$ cat src/design/pgo_ram.sv
// Generic single-write, single-read synchronous RAM with registered read data.
module pgo_ram #(
  parameter int WIDTH = 8,
  parameter int DEPTH = 16
) (
  input  logic                     clk,
  input  logic                     we,
  input  logic [$clog2(DEPTH)-1:0] waddr,
  input  logic [WIDTH-1:0]         wdata,
  input  logic [$clog2(DEPTH)-1:0] raddr,
  output logic [WIDTH-1:0]         rdata
);

  logic [WIDTH-1:0] mem [DEPTH];

  always_ff @(posedge clk) begin
    if (we) begin
      mem[waddr] <= wdata;
    end
    rdata <= mem[raddr];
  end

endmodule

$ cat config.mk
export PLATFORM = sky130hd
export DESIGN_NAME = pgo_ram
export DESIGN_NICKNAME = d
export VERILOG_FILES = /design/src/design/pgo_ram.sv
export SDC_FILE = /design/constraint.sdc
export NUM_CORES = 1
export LEC_CHECK = 0
export BUFFER_PORTS_ARGS = -buffer_cell sky130_fd_sc_hd__clkbuf_2
export CAP_MARGIN = 20
export CELL_PAD_IN_SITES_DETAIL_PLACEMENT = 1
export CELL_PAD_IN_SITES_GLOBAL_PLACEMENT = 1
export CORE_MARGIN = 3
export CORE_UTILIZATION = 57
export CTS_CLUSTER_DIAMETER = 150
export DETAILED_ROUTE_END_ITERATION = 16
export PLACE_DENSITY_LB_ADDON = 0.1
export SLEW_MARGIN = 20
export SYNTH_ARGS = -nofsm -noshare
export SYNTH_HDL_FRONTEND = slang
export SYNTH_SLANG_ARGS = --single-unit
export TNS_END_PERCENT = 1
$ cat constraint.sdc
create_clock -name clk -period 5.89 [get_ports clk]
set_input_delay 1.178 -clock clk [delete_from_list [all_inputs] [get_ports clk]]
set_output_delay 1.178 -clock clk [all_outputs]
set_load 0.02 [all_outputs]
==> results of run 1 <==
final cells by class:
type / instances / area [um2] / share of cell area, %
clock inverters: 14 / 149 / 2.51
flip-flops and latches: 136 / 4000 / 67.6
clock buffers: 18 / 418 / 7.05
well taps: 108 / 135 / 2.28
repair buffers: 30 / 163 / 2.74
multi-input cells: 83 / 1060 / 17.8
path summary, 6_finish.rpt:
check | to | cells past startpoint
worst max-delay path | rdata[1] | 5
worst min-delay path | rdata[0] | 3
worst max register to register | rdata[1] | 3
worst min register to register | rdata[0] | 3
cells by family (layout without fill, tap and decap cells):
kind of cell | Yosys count | after routing | share of synthesized area (%)
flops | 136 | 136 | 77.8
mux | 32 | 32 | 15.0
compound gates | 16 | 16 | 2.33
simple gates | 35 | 35 | 3.18
buf+inv | 10 | 62 | 1.68
registers in the layout (all words and copies together), names as in the netlist:
register,count
rdata,8
mem,128
power by group through the flow:
stage	logic [W]	registers, W	clock network [W]
6_report	0.000105	0.00109	0.00100
5_1_grt	0.000114	0.00109	0.00106
4_1_cts	0.000107	0.00109	0.00102
3_5_place_dp	0.000105	0.00111	0
3_3_place_gp	0.000101	0.00111	0
2_1_floorplan	0.0000549	0.00111	0
synthesized netlist by cell type (all sizes together):
| library cell | number | area share (%) |
|---|---|---|
| nor2 | 13 | 0.95 |
| nor2b | 1 | 0.12 |
| nand2 | 9 | 0.66 |
| clkdlybuf4s25 | 3 | 0.58 |
| and2b | 1 | 0.15 |
| buf | 7 | 1.1 |
| nand3 | 1 | 0.097 |
| edfxtp | 128 | 75 |
| nor3 | 4 | 0.39 |
| nand2b | 2 | 0.24 |
| nand3b | 2 | 0.29 |
| and2 | 1 | 0.12 |
| a22oi | 16 | 2.3 |
| dfxtp | 8 | 3.1 |
| mux4 | 32 | 15 |
| or3b | 1 | 0.17 |
stage by stage:
| stage | setup slack (ns) | hold slack [ns] | instance area (um2) |
|---|---|---|---|
| 6_report | 3.37 | 0.693 | 5930 |
| 4_1_cts | 3.36 | 0.689 | 5930 |
| 2_1_floorplan | 3.22 | 0.629 | 5150 |
| 3_5_place_dp | 2.87 | 0.678 | 5360 |
| 3_3_place_gp | 2.92 | 0.645 | 5360 |
| 5_1_grt | 3.30 | 0.720 | 5930 |
per-layer routing:
metal	track usage [%]	vias to the layer above	routed length, um
met5	0	-	0
met4	6.44	0	153
met3	5.81	11	516
met2	35.3	75	5290
met1	33.5	1271	4740
li1	-	1053	-
worst reg2reg max path: stages, from the launching register on:
cell	delay [ns]
edfxtp_1	0.35
mux4_1	0.53
a22oi_1	0.35
nand2_1	0.13
==> out/qor.txt, run 1 <==
WS Path Type = in2reg
Starting density of the core = 58.7%
Vias in the first global route = 2,559
Final setup fails = 0
Yosys warns = 0
Cts hold-fix bufs = 0
Detailed Route WL = 10.7 mm
Final nets = 286
Die width = 101 um
Netlist cell types = 19
Worst R2R Setup Slack = 4.41 ns
CP max-delay cell = mux4_1
P_leak = 1.99 nW
Yosys reg bits = 136
Number of max-cap violations = 0
Sw power = 0.000471 W
Critical Path RT = 6.28 ns
Clock Path Buffers = 2
Buf/Inv on CP = 2
Overall power = 0.00220 W
Global placement routability congestion = 0.709
Clk pin slew, worst setup/hold paths = 0.07 ns
Cell Area, Synth = 5150 um2
Placed cells = 357
Initial antenna violation count = 0
Max rail drop VDD = 0.000209 V
ANT nets after route = 0
# DRC = 0
Die Area = 10,200 um2
Row cnt = 34
Clock share of power = 45.6%
DP Wirelength = 6.36 mm
Initial drt markers = 187
Actual slew at the worst max-slew pin = 0.945 ns
Status = completed
Synthesized Nets = 247
Clock root buffer = clkbuf_8
Sink Count = 136
Gr usage total = 23.0%
Fin. Hold Viols = 0
Vias per inst = 6.20
Crit-path max FO = 32
Ant diodes = 0
CTS tree = yes
Most common cell after layout, fill and taps aside = edfxtp_1
Critical path arrival = 2.91 ns
Seq pwr share = 49.6%
Area growth syn-to-layout = 15.1%
Critical-path cell list = clkbuf_2 -> buf_4 -> mux4_1 -> a22oi_1 -> nand2_1
First-pass GRT wire length = 16.2 mm
Slew HR = 36.8%
Cell family with most CP delay = multiplexers
Largest net degree at the start of global routing = 33
Core area = 8760 um2
Min-delay src = mem[12][0]
WL/cell = 27.5 um
HP Class = reg2reg
Max-slew violation count = 0
CP Launch Point = raddr[0]
Crit. End Element = flip-flop
Max Fclk = 397 MHz
Number of fill cells = 696
Final setup TNS = 0 ns
Final Cycle Share = 42.8%
Fin crit period = 2.52 ns
IO Count = 26
Commonest cells after routing, fill and taps aside = 128 x edfxtp_1, 25 x clkbuf_2, 18 x mux4_2
Pre-Repair DR Iteration Count = 4
Reg2reg start = mem[1][1]
Pwr dens = 371 nW/um2
Switching Fraction = 21.4%
Postcts setup bufs = 0
Port Buffer Count = 25
Worst setup SP type = input pin
Finished Layout Cells = 389
Post-CTS sizing = 0
TritonCTS buffer count = 17
Sequential share of the synthesized area = 77.8%
Unrepaired setup endpoints after global routing = no
Fin util = 67.6%
Pint = 0.00173 W
Clk_skew = 0.0101 ns
Vias after detailed routing = 2,410
DIE HEIGHT = 101 um
Grt ovf = 0
Worst-Skew Late Latency = 0.52 ns
Share of layout cells above drive strength 1 = 28.1%
Logic pwr share = 4.8%
Syn Area/Cell = 22.5 um2
H-tree lvl count = 4
CP max stage delay = 0.66 ns
Synthesized instance count = 229
No activity file was read; power rests on OpenSTA's default activity.
==> inputs of run 2 (changes only) <==
- CORE_UTILIZATION: 57 -> 48
- clock period: 5.89 -> 2.2 ns (I/O delays scaled with it)
==> out/qor.txt, run 2 (synthesized netlist as in run 1, its figures left out) <==
Switching Fraction = 21.2% (-0.28 points)
Logic pwr share = 4.9% (about the same)
Cell family with most CP delay = flip-flops
CTS tree = yes
Critical Path RT = 1.76 ns (-4.52 ns)
Cts hold-fix bufs = 0 (unchanged)
Pre-Repair DR Iteration Count = 4 (unchanged)
Clock share of power = 45.4% (-0.2 points)
Clock root buffer = clkbuf_8
Sink Count = 136 (unchanged)
TritonCTS buffer count = 17 (unchanged)
Clock Path Buffers = 2 (unchanged)
Buf/Inv on CP = 1 (-1)
Final Cycle Share = 71.5%
Gr usage total = 19.5% (-3.5 points)
Worst setup SP type = flip-flop
Detailed Route WL = 10.5 mm (-2.2%)
DIE HEIGHT = 110 um (+8.4%)
WS Path Type = reg2out
Die width = 110 um (+8.4%)
Row cnt = 37 (+8.8%)
Final setup TNS = 0 ns (unchanged)
First-pass GRT wire length = 16.1 mm (-0.85%)
Max reg flops = 128 (unchanged)
Final nets = 303 (+5.9%)
Share of layout cells above drive strength 1 = 32.2% (+4.1 points)
Fin crit period = 1.57 ns
Initial drt markers = 222 (+19%)
Clk pin slew, worst setup/hold paths = 0.06 ns (about the same)
Ant diodes = 0 (unchanged)
H-tree lvl count = 4 (unchanged)
Initial antenna violation count = 0 (unchanged)
P_leak = 2.08 nW (+4.5%)
Number of max-cap violations = 0 (unchanged)
Crit-path max FO = 1 (-97%)
Critical-path cell list = clkbuf_2
Post-place setup slack = 0.167 ns (-2.70 ns)
Crit. End Element = primary output
Post-CTS sizing = 0 (unchanged)
Actual slew at the worst max-slew pin = 0.490 ns (-0.454 ns)
Core area = 10,400 um2 (+18%)
Global placement routability congestion = 0.670 (-5.5%)
Unrepaired setup endpoints after global routing = no
Final setup fails = 0 (unchanged)
Max-slew violation count = 0 (unchanged)
Area growth syn-to-layout = 18.5%
IO Count = 26 (unchanged)
# DRC = 0 (unchanged)
Vias per inst = 5.56 (-10%)
Die Area = 12,000 um2 (+18%)
CP max-delay cell = dfxtp_1
Clk_skew = 0.00803 ns (-0.00210 ns)
ANT nets after route = 0 (unchanged)
Most common cell after layout, fill and taps aside = edfxtp_1
Pwr dens = 963 nW/um2 (+160%)
Number of fill cells = 889 (+28%)
Postcts setup bufs = 0 (unchanged)
Starting density of the core = 49.6% (-9.1 points)
Sw power = 0.00124 W (+160%)
Worst-Skew Late Latency = 0.51 ns (about the same)
Vias in the first global route = 2,662 (+4.0%)
Slew HR = 67.3% (+31 points)
Pint = 0.00463 W (+170%)
Port Buffer Count = 25 (unchanged)
Status = completed
PnR worst setup slack = 0.627 ns (-2.74 ns)
Biggest regs = mem x128, rdata x8
HP Class = in2reg
Max rail drop VDD = 0.000482 V (+130%)
Seq pwr share = 49.7% (about the same)
Largest net degree at the start of global routing = 30 (-9.1%)
Vias after detailed routing = 2,414 (+0.17%)
DP Wirelength = 6.73 mm (+5.9%)
Max Fclk = 636 MHz
CP max stage delay = 0.42 ns (-0.24 ns)
WL/cell = 24.1 um (-12%)
Critical path arrival = 1.13 ns (-1.78 ns)
Commonest cells after routing, fill and taps aside = 128 x edfxtp_1, 25 x clkbuf_2, 21 x buf_4
Fin. Hold Viols = 0 (unchanged)
Reg with most FFs = mem
Grt ovf = 0 (unchanged)
[run 2: changes by cell type in the layout (fill, tap and decap cells not counted)]
cell | previous run | this run
clkinvlp_4 | 3 | 4
buf_12 | 0 | 1
clkinv_4 | 3 | 2
buf_4 | 5 | 21
[run 2: power groups by stage]
stage / Sequential, W / Clock (W) / Combinational, W
3_5_place_dp: 0.00297 / 0 / 0.000295
3_3_place_gp: 0.00297 / 0 / 0.000286
2_1_floorplan: 0.00298 / 0 / 0.000147
5_1_grt: 0.00292 / 0.00285 / 0.000315
6_report: 0.00292 / 0.00266 / 0.000288
4_1_cts: 0.00292 / 0.00272 / 0.000295
[run 2: stage by stage]
| stage | cells | instance area (um2) | total power [W] | util [%] | hold slack (ns) |
|---|---|---|---|---|---|
| global route | 434 | 6100 | 0.00609 | 58.8 | 0.383 |
| detailed placement | 402 | 5530 | 0.00327 | 53.4 | 0.673 |
| finish | 434 | 6100 | 0.00587 | 58.8 | 0.373 |
| floorplan | 229 | 5150 | 0.00313 | - | 0.539 |
| CTS | 434 | 6100 | 0.00594 | 58.8 | 0.356 |
| global placement | 402 | 5530 | 0.00326 | 53.4 | 0.662 |
[run 2: final timing paths]
| path | from | to | slack (ns) | cells after the start |
|---|---|---|---|---|
| max reg2reg | mem[10][4] | rdata[4] | 0.80 | 3 |
| max | rdata[6] | rdata[6] | 0.63 | 1 |
| min | wdata[3] | mem[15][3] | 0.37 | 1 |
| min reg2reg | mem[7][6] | rdata[6] | 0.69 | 3 |
[run 2: area by class of cell]
class | instances | area [um2] | area share, %
Multi-Input combinational cell | 83 | 1060 | 17.3
Sequential cell | 136 | 4000 | 65.6
Tap cell | 136 | 170 | 2.79
Timing Repair Buffer | 47 | 303 | 4.96
Clock inverter | 14 | 148 | 2.42
Clock buffer | 18 | 418 | 6.85
[run 2: per-layer routing]
layer	wire length, um	global-route usage (%)	vias to the layer above
met5	0	0	-
met4	109	6.41	0
met3	445	4.40	8
met2	5310	31.3	63
met1	4600	26.8	1253
li1	-	-	1090
==> inputs of run 3 (changes only) <==
- CORE_UTILIZATION: 48 -> 53
- clock period: 2.2 -> 1.6 ns (I/O delays scaled with it)
==> out/qor.txt, run 3 (synthesized netlist as in run 1, its figures left out) <==
Status = completed
Number of fill cells = 767 (-14%)
IO Count = 26 (unchanged)
Postcts setup bufs = 0 (unchanged)
Clk_skew = 0.00987 ns (+0.00184 ns)
Critical Path RT = 2.00 ns (+0.24 ns)
Clock root buffer = clkbuf_8
Pwr dens = 1300 nW/um2 (+35%)
Worst-Skew Late Latency = 0.53 ns (+0.02 ns)
Core area = 9330 um2 (-10%)
Global placement routability congestion = 0.732 (+9.1%)
Pint = 0.00627 W (+35%)
Actual slew at the worst max-slew pin = 0.749 ns (+0.259 ns)
Fin. Hold Viols = 0 (unchanged)
Post-place setup slack = -0.180 ns (-0.347 ns)
Starting density of the core = 55.2% (+5.5 points)
First-pass GRT wire length = 16.7 mm (+3.9%)
Clock Path Buffers = 2 (unchanged)
Crit. End Element = flip-flop
PnR worst setup slack = 0.195 ns (-0.431 ns)
Sw power = 0.00174 W (+40%)
HP Class = in2reg
Final setup TNS = 0 ns (unchanged)
Vias per inst = 5.78 (+3.9%)
Die Area = 10,900 um2 (-8.9%)
Die width = 105 um (-4.6%)
ANT nets after route = 0 (unchanged)
Vias after detailed routing = 2,486 (+3.0%)
Cts hold-fix bufs = 0 (unchanged)
Post-CTS sizing = 0 (unchanged)
Crit-path max FO = 1 (unchanged)
Reg with most FFs = mem
Row cnt = 35 (-5.4%)
CP max-delay cell = mux4_1
CTS tree = yes
DIE HEIGHT = 105 um (-4.6%)
Ant diodes = 0 (unchanged)
Final setup fails = 0 (unchanged)
Logic pwr share = 5.2% (+0.3 points)
Max reg flops = 128 (unchanged)
Initial antenna violation count = 0 (unchanged)
Commonest cells after routing, fill and taps aside = 128 x edfxtp_1, 25 x clkbuf_2, 21 x buf_4
Biggest regs = mem x128, rdata x8
Max-slew violation count = 0 (unchanged)
H-tree lvl count = 4 (unchanged)
TritonCTS buffer count = 17 (unchanged)
Worst setup SP type = flip-flop
# DRC = 0 (unchanged)
WS Path Type = reg2reg
CP max stage delay = 0.54 ns (+0.12 ns)
WHS = 0.222 ns (-0.152 ns)
P_leak = 2.11 nW (+1.5%)
Hold Path Stages = 1 (unchanged)
Number of max-cap violations = 0 (unchanged)
Port Buffer Count = 25 (unchanged)
Clk pin slew, worst setup/hold paths = 0.06 ns (about the same)
Switching Fraction = 21.7% (+0.57 points)
Slew HR = 49.9% (-17 points)
Vias in the first global route = 2,807 (+5.4%)
Detailed Route WL = 10.9 mm (+4.3%)
WL/cell = 25.4 um (+5.3%)
Grt ovf = 0 (unchanged)
Seq pwr share = 50.0% (+0.3 points)
Initial drt markers = 217 (-2.3%)
DP Wirelength = 7.01 mm (+4.1%)
Clock share of power = 44.8% (-0.6 points)
Cells on worst reg2reg path = 3 (unchanged)
Largest net degree at the start of global routing = 20 (-33%)
Overall power = 0.00801 W (+36%)
Gr usage total = 21.7% (+2.2 points)
Max rail drop VDD = 0.000886 V (+84%)
Share of layout cells above drive strength 1 = 33.6% (+1.3 points)
Critical-path cell list = mux4_1 -> a22oi_1 -> nand2_1
Final nets = 306 (+0.99%)
Final Cycle Share = 87.8%
Pre-Repair DR Iteration Count = 4 (unchanged)
Fin crit period = 1.40 ns
Unrepaired setup endpoints after global routing = no
Critical path arrival = 1.81 ns (+0.68 ns)
Max Fclk = 712 MHz
Most common cell after layout, fill and taps aside = edfxtp_1
Sink Count = 136 (unchanged)
Area growth syn-to-layout = 19.4%
run 3: cell count changes in the layout (fill, tap and decap cells not counted), sizes merged:
cell,delta
buf,+3
bufinv,-1
clkbuf,+1
clkinv,+1
clkinvlp,-1
run 3: critical path: cells and delay by family (launching register included):
family | cells | cell delay [ns]
mux | 1 | 0.54
flops | 1 | 0.37
simple gates | 1 | 0.10
compound gates | 1 | 0.28
run 3: final cells by class:
class                   instances  area [um2]  share of cell area, %
clock buffers                  19         432                   7.02
clock inverters                13         124                   2.02
multi-input cells              83        1060                   17.3
flip-flops and latches        136        4000                   65.1
well taps                     129         161                   2.63
repair buffers                 50         363                   5.90
run 3: metrics by stage:
step | instances | instance area, um2 | utilization (%)
global route | 430 | 6150 | 65.9
detailed placement | 398 | 5590 | 59.9
floorplan | 229 | 5150 | -
CTS | 430 | 6150 | 65.9
global placement | 398 | 5590 | 59.9
finish | 430 | 6150 | 65.9
run 3: power by group through the flow:
stage	sequential (W)	combinational [W]	clock (W)
after floorplan	0.00410	0.000202	0
after global placement	0.00408	0.000397	0
after detailed placement	0.00408	0.000414	0
after CTS	0.00401	0.000419	0.00365
after global routing	0.00402	0.000448	0.00383
final	0.00401	0.000415	0.00359
run 3: path summary, 6_finish.rpt:
path	start	end	slack (ns)
worst min register to register	mem[13][1]	rdata[1]	0.69
worst max-delay path	mem[6][1]	rdata[1]	0.20
worst max register to register	mem[6][1]	rdata[1]	0.20
worst min-delay path	wdata[2]	mem[4][2]	0.22
run 3: per-layer routing:
metal | global-route usage [%] | part of all wire, % | vias to the layer above | routed length (um)
met5 | 0 | 0 | - | 0
met4 | 8.17 | 1.6 | 0 | 170
met3 | 5.00 | 3.5 | 17 | 377
met2 | 36.1 | 52 | 69 | 5660
met1 | 28.1 | 43 | 1305 | 4700
li1 | - | - | 1095 | -
